==> src/hdl/five_way_key_press_qualifier_core_defines.svh <==
// ----------------------------------------------------------------------------
// key qualifier assertion macros
// shared concurrent assertion forms, clocked on clk and quiet during rst
// ----------------------------------------------------------------------------
`ifndef FIVE_WAY_KEY_PRESS_QUALIFIER_CORE_DEFINES_SVH
`define FIVE_WAY_KEY_PRESS_QUALIFIER_CORE_DEFINES_SVH

// same-cycle implication
`define KPQ_ASSERT_IMPLY(label, ante, cons, msg) \
  label: assert property (@(posedge clk) disable iff (rst) (ante) |-> (cons)) \
    else $error(msg);

// next-cycle implication
`define KPQ_ASSERT_NEXT(label, ante, cons, msg) \
  label: assert property (@(posedge clk) disable iff (rst) (ante) |=> (cons)) \
    else $error(msg);

`endif

==> src/hdl/kpq_pkg.sv <==
// ----------------------------------------------------------------------------
// kpq_pkg
// types and constants of the five-way key press qualifier
// ----------------------------------------------------------------------------
`timescale 1ns / 1ps

package kpq_pkg;

  localparam int AdcBits   = 12;
  localparam int NumLevels = 5;
  localparam int AdcWindow = 3;
  localparam int InWidth   = 48;
  localparam int OutWidth  = 8;
  localparam int AddrWidth = 5;

  localparam logic [2:0] KeyNone = 3'd7;

  localparam logic kind_sample = 1'b0;
  localparam logic kind_read   = 1'b1;

  // register indexes (byte address / 4)
  localparam logic [2:0] RegAnalogMode = 3'd0;
  localparam logic [2:0] RegLevelUp    = 3'd1;
  localparam logic [2:0] RegLevelDown  = 3'd2;
  localparam logic [2:0] RegLevelLeft  = 3'd3;
  localparam logic [2:0] RegLevelRight = 3'd4;
  localparam logic [2:0] RegLevelEnter = 3'd5;
  localparam logic [2:0] RegHoldoff    = 3'd6;
  localparam logic [2:0] RegLongPress  = 3'd7;

  localparam logic [15:0] HoldoffReset   = 16'd500;
  localparam logic [15:0] LongPressReset = 16'd1000;

  typedef struct packed {
    logic       long_pressed;
    logic [2:0] key_value;
  } result_t;

endpackage

==> src/hdl/five_way_key_press_qualifier_core.sv <==
// ----------------------------------------------------------------------------
// five_way_key_press_qualifier_core
// five-way key qualifier: press latch, long-press and release hold-off
// ----------------------------------------------------------------------------
//  channel  | dir | handshake          | payload
//  ---------+-----+--------------------+------------------------------------
//  s_*      | in  | s_tvalid/s_tready  | tuser kind, tdata pin/adc/now_ms
//  m_*      | out | m_tvalid/m_tready  | tdata key_value, long_pressed
//  apb      | in  | psel/penable/pready| eight config registers at 4*i
//
//  one request per cycle while s_tready is high; result registered, in skid if m_* stalls
//  key state is updated at the accepting edge, so the next request sees it
//  a two-entry output (register plus skid) keeps s_tready high while one
//  result waits; s_tready drops only once both entries are full
//  rst is synchronous: key state, handshake flags and registers to defaults
// ----------------------------------------------------------------------------
`timescale 1ns / 1ps

`include "five_way_key_press_qualifier_core_defines.svh"

module five_way_key_press_qualifier_core (
  input  logic                          clk,
  input  logic                          rst,
  // input requests
  input  logic                          s_tvalid,
  output logic                          s_tready,
  input  logic [kpq_pkg::InWidth-1:0]   s_tdata,   // [2:0] pin_code, [14:3] adc_sample,
                                                   // [46:15] now_ms, [47] zero
  input  logic                          s_tuser,   // [0] kind
  // results
  output logic                          m_tvalid,
  input  logic                          m_tready,
  output logic [kpq_pkg::OutWidth-1:0]  m_tdata,   // [2:0] key_value, [3] long_pressed,
                                                   // [7:4] zero
  // configuration
  input  logic                          psel,
  input  logic                          penable,
  input  logic                          pwrite,
  input  logic [kpq_pkg::AddrWidth-1:0] paddr,
  input  logic [31:0]                   pwdata,
  output logic [31:0]                   prdata,
  output logic                          pready
);

  // --------------------------------------------------------------------------
  // configuration registers
  // --------------------------------------------------------------------------
  logic                       analog_mode;
  logic [kpq_pkg::AdcBits-1:0] level [kpq_pkg::NumLevels];
  logic [15:0]                release_holdoff_ms;
  logic [15:0]                long_press_ms;

  logic       cfg_write;
  logic [2:0] cfg_index;

  assign pready    = 1'b1;
  assign cfg_write = psel & penable & pwrite & pready;
  assign cfg_index = paddr[4:2];

  always_ff @(posedge clk) begin
    if (rst) begin
      analog_mode        <= 1'b0;
      for (int i = 0; i < kpq_pkg::NumLevels; i++) begin
        level[i] <= '0;
      end
      release_holdoff_ms <= kpq_pkg::HoldoffReset;
      long_press_ms      <= kpq_pkg::LongPressReset;
    end else if (cfg_write) begin
      case (cfg_index)
        kpq_pkg::RegAnalogMode: analog_mode        <= pwdata[0];
        kpq_pkg::RegLevelUp:    level[0]           <= pwdata[kpq_pkg::AdcBits-1:0];
        kpq_pkg::RegLevelDown:  level[1]           <= pwdata[kpq_pkg::AdcBits-1:0];
        kpq_pkg::RegLevelLeft:  level[2]           <= pwdata[kpq_pkg::AdcBits-1:0];
        kpq_pkg::RegLevelRight: level[3]           <= pwdata[kpq_pkg::AdcBits-1:0];
        kpq_pkg::RegLevelEnter: level[4]           <= pwdata[kpq_pkg::AdcBits-1:0];
        kpq_pkg::RegHoldoff:    release_holdoff_ms <= pwdata[15:0];
        kpq_pkg::RegLongPress:  long_press_ms      <= pwdata[15:0];
        default: ;
      endcase
    end
  end

  // register read-back
  always_comb begin
    prdata = '0;
    case (cfg_index)
      kpq_pkg::RegAnalogMode: prdata = {31'd0, analog_mode};
      kpq_pkg::RegLevelUp:    prdata = {{(32-kpq_pkg::AdcBits){1'b0}}, level[0]};
      kpq_pkg::RegLevelDown:  prdata = {{(32-kpq_pkg::AdcBits){1'b0}}, level[1]};
      kpq_pkg::RegLevelLeft:  prdata = {{(32-kpq_pkg::AdcBits){1'b0}}, level[2]};
      kpq_pkg::RegLevelRight: prdata = {{(32-kpq_pkg::AdcBits){1'b0}}, level[3]};
      kpq_pkg::RegLevelEnter: prdata = {{(32-kpq_pkg::AdcBits){1'b0}}, level[4]};
      kpq_pkg::RegHoldoff:    prdata = {16'd0, release_holdoff_ms};
      kpq_pkg::RegLongPress:  prdata = {16'd0, long_press_ms};
      default:                prdata = '0;
    endcase
  end

  // --------------------------------------------------------------------------
  // request fields
  // --------------------------------------------------------------------------
  logic                        kind;
  logic [2:0]                  pin_code;
  logic [kpq_pkg::AdcBits-1:0] adc_sample;
  logic [31:0]                 now_ms;

  assign kind       = s_tuser;
  assign pin_code   = s_tdata[2:0];
  assign adc_sample = s_tdata[14:3];
  assign now_ms     = s_tdata[46:15];

  // --------------------------------------------------------------------------
  // analog classification: window of +/-2 around each level, up has priority
  // --------------------------------------------------------------------------
  logic signed [kpq_pkg::AdcBits:0] level_diff [kpq_pkg::NumLevels];
  logic [kpq_pkg::NumLevels-1:0]    level_hit;
  logic [2:0]                       analog_key;
  logic [2:0]                       cur_key;

  always_comb begin
    for (int i = 0; i < kpq_pkg::NumLevels; i++) begin
      level_diff[i] = $signed({1'b0, adc_sample}) - $signed({1'b0, level[i]});
      level_hit[i]  = (level_diff[i] < kpq_pkg::AdcWindow) &&
                      (level_diff[i] > -kpq_pkg::AdcWindow);
    end
    analog_key = kpq_pkg::KeyNone;
    for (int i = kpq_pkg::NumLevels - 1; i >= 0; i--) begin
      if (level_hit[i]) begin
        analog_key = 3'(i);
      end
    end
  end

  assign cur_key = analog_mode ? analog_key : pin_code;

  // --------------------------------------------------------------------------
  // key state
  // --------------------------------------------------------------------------
  logic        press_active, press_active_next;
  logic        long_flag,    long_flag_next;
  logic [2:0]  held_key,     held_key_next;
  logic [2:0]  reported_key, reported_key_next;
  logic [31:0] press_start_ms, press_start_ms_next;
  logic [31:0] elapsed;
  kpq_pkg::result_t result;

  logic accept_in;
  logic skid_valid;

  assign s_tready  = ~skid_valid;
  assign accept_in = s_tvalid & s_tready;
  assign elapsed   = now_ms - press_start_ms;   // wraps modulo 2^32

  always_comb begin
    press_active_next   = press_active;
    long_flag_next      = long_flag;
    held_key_next       = held_key;
    reported_key_next   = reported_key;
    press_start_ms_next = press_start_ms;
    result.key_value    = reported_key;
    result.long_pressed = long_flag;

    if (kind == kpq_pkg::kind_read) begin
      // report first, then clear if a key was recorded
      if (reported_key != kpq_pkg::KeyNone) begin
        press_active_next = 1'b0;
        long_flag_next    = 1'b0;
        reported_key_next = kpq_pkg::KeyNone;
      end
    end else begin
      if (press_active) begin
        if (cur_key == kpq_pkg::KeyNone) begin
          // release
          if (long_flag) begin
            press_active_next = 1'b0;
            long_flag_next    = 1'b0;
            reported_key_next = kpq_pkg::KeyNone;
          end else begin
            reported_key_next = held_key;
            if (elapsed > {16'd0, release_holdoff_ms}) begin
              press_active_next = 1'b0;
            end
          end
        end else if (elapsed > {16'd0, long_press_ms}) begin
          long_flag_next = 1'b1;
        end
      end else begin
        // idle: latch the first press
        held_key_next = cur_key;
        if (cur_key != kpq_pkg::KeyNone) begin
          press_active_next   = 1'b1;
          long_flag_next      = 1'b0;
          press_start_ms_next = now_ms;
        end
      end
      result.key_value    = reported_key_next;
      result.long_pressed = long_flag_next;
    end
  end

  always_ff @(posedge clk) begin
    if (rst) begin
      press_active   <= 1'b0;
      long_flag      <= 1'b0;
      held_key       <= kpq_pkg::KeyNone;
      reported_key   <= kpq_pkg::KeyNone;
      press_start_ms <= '0;
    end else if (accept_in) begin
      press_active   <= press_active_next;
      long_flag      <= long_flag_next;
      held_key       <= held_key_next;
      reported_key   <= reported_key_next;
      press_start_ms <= press_start_ms_next;
    end
  end

  // --------------------------------------------------------------------------
  // output register with skid entry
  // --------------------------------------------------------------------------
  kpq_pkg::result_t out_result;
  kpq_pkg::result_t skid_result;
  logic             out_valid;

  always_ff @(posedge clk) begin
    if (rst) begin
      out_valid  <= 1'b0;
      skid_valid <= 1'b0;
    end else if (!out_valid || m_tready) begin
      if (skid_valid) begin
        out_valid  <= 1'b1;
        skid_valid <= 1'b0;
      end else begin
        out_valid <= accept_in;
      end
    end else if (accept_in) begin
      // output stalled: park the new result
      skid_valid <= 1'b1;
    end
  end

  always_ff @(posedge clk) begin
    if (!out_valid || m_tready) begin
      if (skid_valid) begin
        out_result <= skid_result;
      end else if (accept_in) begin
        out_result <= result;
      end
    end else if (accept_in) begin
      skid_result <= result;
    end
  end

  assign m_tvalid = out_valid;
  assign m_tdata  = {{(kpq_pkg::OutWidth-4){1'b0}}, out_result};

  // --------------------------------------------------------------------------
  // assertions
  // --------------------------------------------------------------------------
  `KPQ_ASSERT_IMPLY(a_long_needs_press, long_flag, press_active, "long flag without a press")
  `KPQ_ASSERT_IMPLY(a_skid_behind_out, skid_valid, out_valid, "skid entry ahead of output")
  `KPQ_ASSERT_NEXT(a_accept_gives_result, accept_in, out_valid, "accepted request lost")

endmodule
==> config.mk <==
export PLATFORM = sky130hd
export DESIGN_NAME = five_way_key_press_qualifier_core
export DESIGN_NICKNAME = d
export VERILOG_FILES = /design/src/hdl/kpq_pkg.sv /design/src/hdl/five_way_key_press_qualifier_core.sv
export VERILOG_INCLUDE_DIRS = /design/src /design/src/hdl
export SDC_FILE = /design/constraint.sdc
export NUM_CORES = 1
export LEC_CHECK = 0
export ABC_AREA = 1
export BUFFER_PORTS_ARGS = -buffer_cell sky130_fd_sc_hd__buf_2
export CAP_MARGIN = 15
export CORE_MARGIN = 10
export CORE_UTILIZATION = 30
export DETAILED_ROUTE_END_ITERATION = 7
export PLACE_DENSITY = 0.57
export SLEW_MARGIN = 20
export SYNTH_ARGS = -nofsm -noshare
export SYNTH_HDL_FRONTEND = slang
export SYNTH_SLANG_ARGS = --single-unit
==> constraint.sdc <==
create_clock -name clk -period 5.9 [get_ports clk]
set_input_delay 0.59 -clock clk [delete_from_list [all_inputs] [get_ports clk]]
set_output_delay 0.59 -clock clk [all_outputs]
set_load 0.03 [all_outputs]
==> results.cfg, run 1 <==
[synthesis]
async_flop_share_pct = 0
syn_avg_cell_area_um2 = 6.63
ys_types = 49
synth_area_leaders = edfxtp_1 (16%), nand2_1 (14%), ha_1 (12%)
synthCells = 1907
synth-edff-count = 68
synth_seq_cells = 143
synth_top_area_share_pct = 16.1
synth_top_area_cell = edfxtp_1
synthTopCellsByCount = nand2_1 (472), inv_1 (358), nor2_1 (172)
yosysMostFrequentCell = nand2_1
synth-warning-count = 0
yosysSeqAreaShare_pct = 28.0
ys.flop_type = dfxtp_1
syn-cell-area_um2 = 12700

[worst_setup_path]
cp-startpoint = press_start_ms[5]
crit_path_end_kind = flop
cp-endpoint = m_tdata[3]
reg2reg_from = press_start_ms[5]
worstPathArrival_ps = 4250
r2r_end = m_tdata[3]
reg2reg_slack_ps = 1840
crit_type = reg -> reg
cp_max_fo = 5
required_ps = 6090
start_kind = flop
r2r_cells = 20

[die]
start_util_pct = 30.2
dieWidth_um = 225
die_y_um = 225
rows = 75
io_pins = 136
die_area_um2 = 50800
core_um2 = 41900

[pwr]
p_leak_nw = 7.11
irDropWorstVdd_mv = 0.153
p_per_area_nw_per_um2 = 236

[global_route]
grt-busiest-layer = met2
first_global_vias = 12009
grt_max_degree = 65
use_met3_pct = 2.93
grt.total_usage_pct = 15.6
antenna_found_initial = 5
overflow = 0
grtUsageMet2_pct = 27.7
grt_use_met1_pct = 19.1
grt_pass1_wl_um = 63100

[run_status]
status = complete, no violations

[clock_tree]
clkSinkCount = 143
cts_resized = 0
path_clk_slew_ps = 80
clk_path_buf_depth = 2
holdBufCountCts = 0
insertion_delay_ps = 430
cts_tree = yes
cts_root_buf = clkbuf_16
htree_levels = 4
cts_buffers = 17
cts_setup_buffers = 0

[timing]
period_minus_slack_ps = 4060
worst_pin_slew_ps = 920
finClkSkew_ps = 23.9
hold_viol = 0
slew_headroom_pct = 38.4
fin_ws_ps = 1840
rsz0062_at_grt = false
setup_viol = 0
period_share_pct = 68.8
fmax_ghz = 0.246
final_max_slew_viol_count = 0
setup_tns_ps = 0

[run]
drv_cap = 0

[placed_design]
place_congestion = 0.939
preCtsSetupSlack_ps = 1400
dpl.hpwl_um = 33000
placed_area_um2 = 13700
io_buffers = 95

[routing]
first_pass_iters = 5
dr.first_iter.drc_count = 879
via_count = 12253
wl_per_cell_um = 15.7
routed_wl_um = 40100
vias_per_cell = 4.79
ant_nets = 0
drcViolationCount = 0

[final_layout]
syn_to_final_growth_pct = 13.1
stdcell_area_um2 = 14300
nNetsFinal = 2228
drive_gt1_share_pct = 7.92

[min_path]
hold_path.class = in -> reg
hold_start = pwdata[4]
-- cells by family after synthesis --
group                      synth area share, %
DFF                                       28.0
other                                   0.0594
xor gates and xnor gates                  2.27
adders and majority gates                 13.1
buffers and inverters                     13.0
AOI/OAI and AO/OA                         15.4
and+or+nand+nor                           28.1
-- state kept, by name, summed over array words and instances, names as in the netlist --
| name | cells |
|---|---|
| long_flag | 1 |
| analog_mode | 1 |
| level | 60 |
| held_key | 3 |
| m_tdata | 4 |
| reported_key | 3 |
| press_active | 1 |
| release_holdoff_ms | 16 |
| m_tvalid | 1 |
| long_press_ms | 16 |
| skid_result | 4 |
| skid_valid | 1 |
| press_start_ms | 32 |
-- worst min path at each step --
stage / to / slack [ps] / depth (start not counted)
2_1_floorplan: press_start_ms[0] / 430 / 2
3_3_place_gp: press_start_ms[0] / 440 / 2
3_5_place_dp: press_start_ms[9] / 450 / 2
4_1_cts: release_holdoff_ms[7] / 390 / 3
5_1_grt: release_holdoff_ms[7] / 410 / 3
6_report: release_holdoff_ms[4] / 400 / 3
-- through the flow --
| step | util [%] | hold WS (ps) | total power (W) | std cells |
|---|---|---|---|---|
| 2_1_floorplan | - | 428 | 0.00198 | 1926 |
| 3_3_place_gp | 32.7 | 441 | 0.00224 | 2526 |
| 3_5_place_dp | 32.7 | 451 | 0.00227 | 2526 |
| 4_1_cts | 34.2 | 394 | 0.00340 | 2558 |
| 5_1_grt | 34.2 | 410 | 0.00361 | 2559 |
| 6_report | 34.2 | 402 | 0.00338 | 2560 |
-- cell type report --
type	instances	area [µm²]
multi-input cells	1372	7530
repair buffers	105	551
clock inverters	15	196
inverters	367	1380
clock buffers	17	425
well taps	539	674
fillers	4598	27600
flip-flops and latches	143	3540
diodes	2	5.00
-- report_power, final --
part	leakage, nW	switching [W]	internal (W)	total, W
clock	0.302	0.000548	0.000582	0.00113
sequential	1.26	0.0000247	0.00109	0.00112
combinational	5.55	0.000743	0.000388	0.00113
total	7.11	0.00132	0.00206	0.00338
-- routing by layer --
metal	vias up	wire (µm)
met5	-	44
met4	6	784
met3	46	2100
met2	261	19000
met1	5550	18100
li1	6390	-
-- layout by cell type, fill, tap and decap left out, types with 29 or more instances in the layout --
| master | count |
|---|---|
| a21oi_1 | 158 |
| buf_2 | 95 |
| dfxtp_1 | 75 |
| edfxtp_1 | 68 |
| ha_1 | 123 |
| inv_1 | 358 |
| nand2_1 | 472 |
| nand3_1 | 109 |
| nand4_1 | 33 |
| nor2_1 | 172 |
| o21ai_0 | 75 |
| o21ai_1 | 29 |
-- worst max-delay path, stage by stage (launching register included) --
cell,delay [ps]
dfxtp_1,310
inv_1,70
ha_1,360
nand2_1,150
inv_1,50
nand2_1,60
nand2_1,40
a21oi_1,380
o21ai_0,350
xor2_1,280
ha_1,390
nand4_1,130
nor3_1,320
nor4b_1,370
o211ai_1,150
nand3_1,100
nand2_1,60
nand2_1,70
nand2_1,80
nand2_1,60
nand2_1,50
Note: power is estimated with default switching activity, not from simulation.
==> run 2, diff against run 1 <==
--- a/config.mk
+++ b/config.mk
@@ -6,13 +6,13 @@
 export SDC_FILE = /design/constraint.sdc
 export NUM_CORES = 1
 export LEC_CHECK = 0
-export ABC_AREA = 1
+export ABC_AREA = 0
 export BUFFER_PORTS_ARGS = -buffer_cell sky130_fd_sc_hd__buf_2
 export CAP_MARGIN = 15
 export CORE_MARGIN = 10
 export CORE_UTILIZATION = 30
 export DETAILED_ROUTE_END_ITERATION = 7
-export PLACE_DENSITY = 0.57
+export PLACE_DENSITY = 0.59
 export SLEW_MARGIN = 20
 export SYNTH_ARGS = -nofsm -noshare
 export SYNTH_HDL_FRONTEND = slang
==> constraint.sdc (replaced) <==
create_clock -name clk -period 3.3 [get_ports clk]
set_input_delay 0.33 -clock clk [delete_from_list [all_inputs] [get_ports clk]]
set_output_delay 0.33 -clock clk [all_outputs]
set_load 0.03 [all_outputs]
==> run 2 against run 1 <==
The flow now finishes with violations (setup timing); highest routed layer unchanged; largest cell class unchanged; first-iteration DRC count is 21% higher; global-route usage increased by 1.1 points; total power rose by 91%; largest power group unchanged; via count grew 2.4%; synthesized cell count shrank 22%; critical path depth shrank 3; die area is 2.1% lower; cell count decreased by 5.0%.
==> results.cfg, run 2 <==
[routing]
drcViolationCount = 0
wl_per_cell_um = 17.6
vias_per_cell = 5.16
dr.first_iter.drc_count = 1064
ant_nets = 0
routed_wl_um = 42700
via_count = 12541
first_pass_iters = 5

[worst_setup_path]
worstPathArrival_ps = 4290
cp_max_fo = 3
start_kind = flop
max_stage_delay_ps = 490
crit_path_end_kind = flop
crit_type = reg -> reg
cp_common_cell = buf_4
critPathSlowestCell = or4_1
cp_cell_sequence = ha_2, fa_2, nand2b_4, a21oi_4, o22a_1, xor2_1, or4_1, nor4b_2, a32oi_1, buf_4, a211oi_4, a211oi_4, buf_4, nor4_4, buf_4, mux2i_2, mux2_4
required_ps = 3480

[timing]
period_share_pct = 125
fmax_ghz = 0.243
rsz0062_at_grt = true
slew_headroom_pct = 44.2
final_max_slew_viol_count = 0
period_minus_slack_ps = 4110
fin_ws_ps = -809
finClkSkew_ps = 16.1
setup_viol = 48
hold_viol = 0
worst_pin_slew_ps = 838

[final_layout]
largest_register_ffs = 60
reg_top3 = level x60, press_start_ms x32
syn_to_final_growth_pct = 36.9
mostFrequentLayoutCells = buf_4 (319), inv_1 (148), nor2_1 (139)
nNetsFinal = 2105
utilization_pct = 41.5
layout_commonest_cell = buf_4
drive_gt1_share_pct = 30.1
largest-register = level

[synthesis]
yosysMostFrequentCell = inv_1
syn_avg_cell_area_um2 = 8.30
synthCells = 1490
synth_top_area_cell = edfxtp_1
synth_area_leaders = edfxtp_1 (17%), ha_1 (12%), dfxtp_1 (12%)
synth_top_area_share_pct = 16.5
ys.flop_type = dfxtp_1
syn-cell-area_um2 = 12400
synth-warning-count = 0
synth_seq_cells = 143
yosysSeqAreaShare_pct = 28.7
async_flop_share_pct = 0
synth-edff-count = 68
synthTopCellsByCount = inv_1 (156), nor2_1 (140), ha_1 (123)
ys_types = 82

[die]
die_y_um = 223
rows = 74
dieWidth_um = 223
die_area_um2 = 49700
start_util_pct = 30.3
core_um2 = 40800
io_pins = 136

[global_route]
first_global_vias = 12403
grt_pass1_wl_um = 67600
overflow = 0
antenna_found_initial = 6
grt_max_degree = 79
grt.total_usage_pct = 16.7

[pwr]
p_leak_nw = 7.60
p_per_area_nw_per_um2 = 381
irDropWorstVdd_mv = 0.280

[clock_tree]
path_clk_slew_ps = 70
htree_levels = 4
cts_tree = yes
clkSinkCount = 143
cts_buffers = 17
insertion_delay_ps = 430
holdBufCountCts = 0
cts_root_buf = clkbuf_16
clk_path_buf_depth = 2

[placed_design]
io_buffers = 95
place_congestion = 0.929
dpl.hpwl_um = 34200
preCtsSetupSlack_ps = -1100

[min_path]
hold_path.class = in -> reg

[run]
drv_cap = 0

[run_status]
status = complete, but fails checks
violations = setup timing
run 2: cells by family after synthesis:
kind of cell | after synthesis | synth area share (%)
other | 2 | 0.0607
adders and majority gates | 129 | 13.4
DFF | 143 | 28.7
AOI/OAI and AO/OA | 400 | 21.6
xor gates and xnor gates | 55 | 3.90
and+or+nand+nor | 467 | 18.4
buffers and inverters | 234 | 7.93
muxes | 60 | 6.03
run 2: final timing paths:
kind	start	cells after the start	endpoint	slack, ps
worst min-delay path	pwdata[2]	2	release_holdoff_ms[2]	130
worst min register to register	release_holdoff_ms[14]	2	release_holdoff_ms[14]	480
worst max register to register	level[0][36]	17	m_tdata[1]	-810
worst max-delay path	level[0][36]	17	m_tdata[1]	-810
run 2: routing by layer:
metal	vias up	part of all wire, %	GRT usage [%]
met1	5968	45	21.8
li1	6161	-	-
met3	51	5.7	2.82
met5	-	0.13	0
met4	8	1.8	3.95
met2	353	48	28.2
run 2: stage by stage:
step / total power [W] / hold slack, ps / setup TNS [ps] / instance area, µm² / instances
floorplan: 0.00339 / 446 / -8940 / 12600 / 1509
global route: 0.00684 / 126 / -42670 / 16900 / 2429
detailed placement: 0.00437 / 467 / -41640 / 15800 / 2375
CTS: 0.00645 / 122 / -32310 / 16800 / 2424
finish: 0.00645 / 133 / -34310 / 16900 / 2431
global placement: 0.00432 / 458 / -37510 / 15800 / 2375
run 2: layout make-up:
class	instances	area, µm²
antenna	3	7.51
clock buffer	17	425
clock inverter	15	184
fill	4070	23900
inverter	158	622
multi-input combinational	1132	8340
sequential	143	3540
tap	532	666
timing repair buffer	431	3150
run 2: what timing repair did:
| item | CTS | global route |
|---|---|---|
| setup endpoints to repair | 48 | 48 |
| setup buffers | 15 | 6 |
| gates resized for setup | 54 | 18 |
| cloned | 3 | 0 |
| pin swaps | 24 | 23 |
run 2: power by group:
group / leakage (nW) / internal (W) / switching (W) / total (W)
logic: 6.06 / 0.00119 / 0.00129 / 0.00248
clock network: 0.289 / 0.00103 / 0.000956 / 0.00199
registers: 1.24 / 0.00193 / 0.0000550 / 0.00199
total: 7.60 / 0.00416 / 0.00230 / 0.00645
run 2: worst max-delay path, delay by kind of cell, from the launching register on:
family	cells	cell delay, ps
xor+xnor	1	90
fa+ha+maj	2	560
buf+inv	3	530
simple gates	4	1060
mux	2	350
flops	1	430
compound gates	5	840
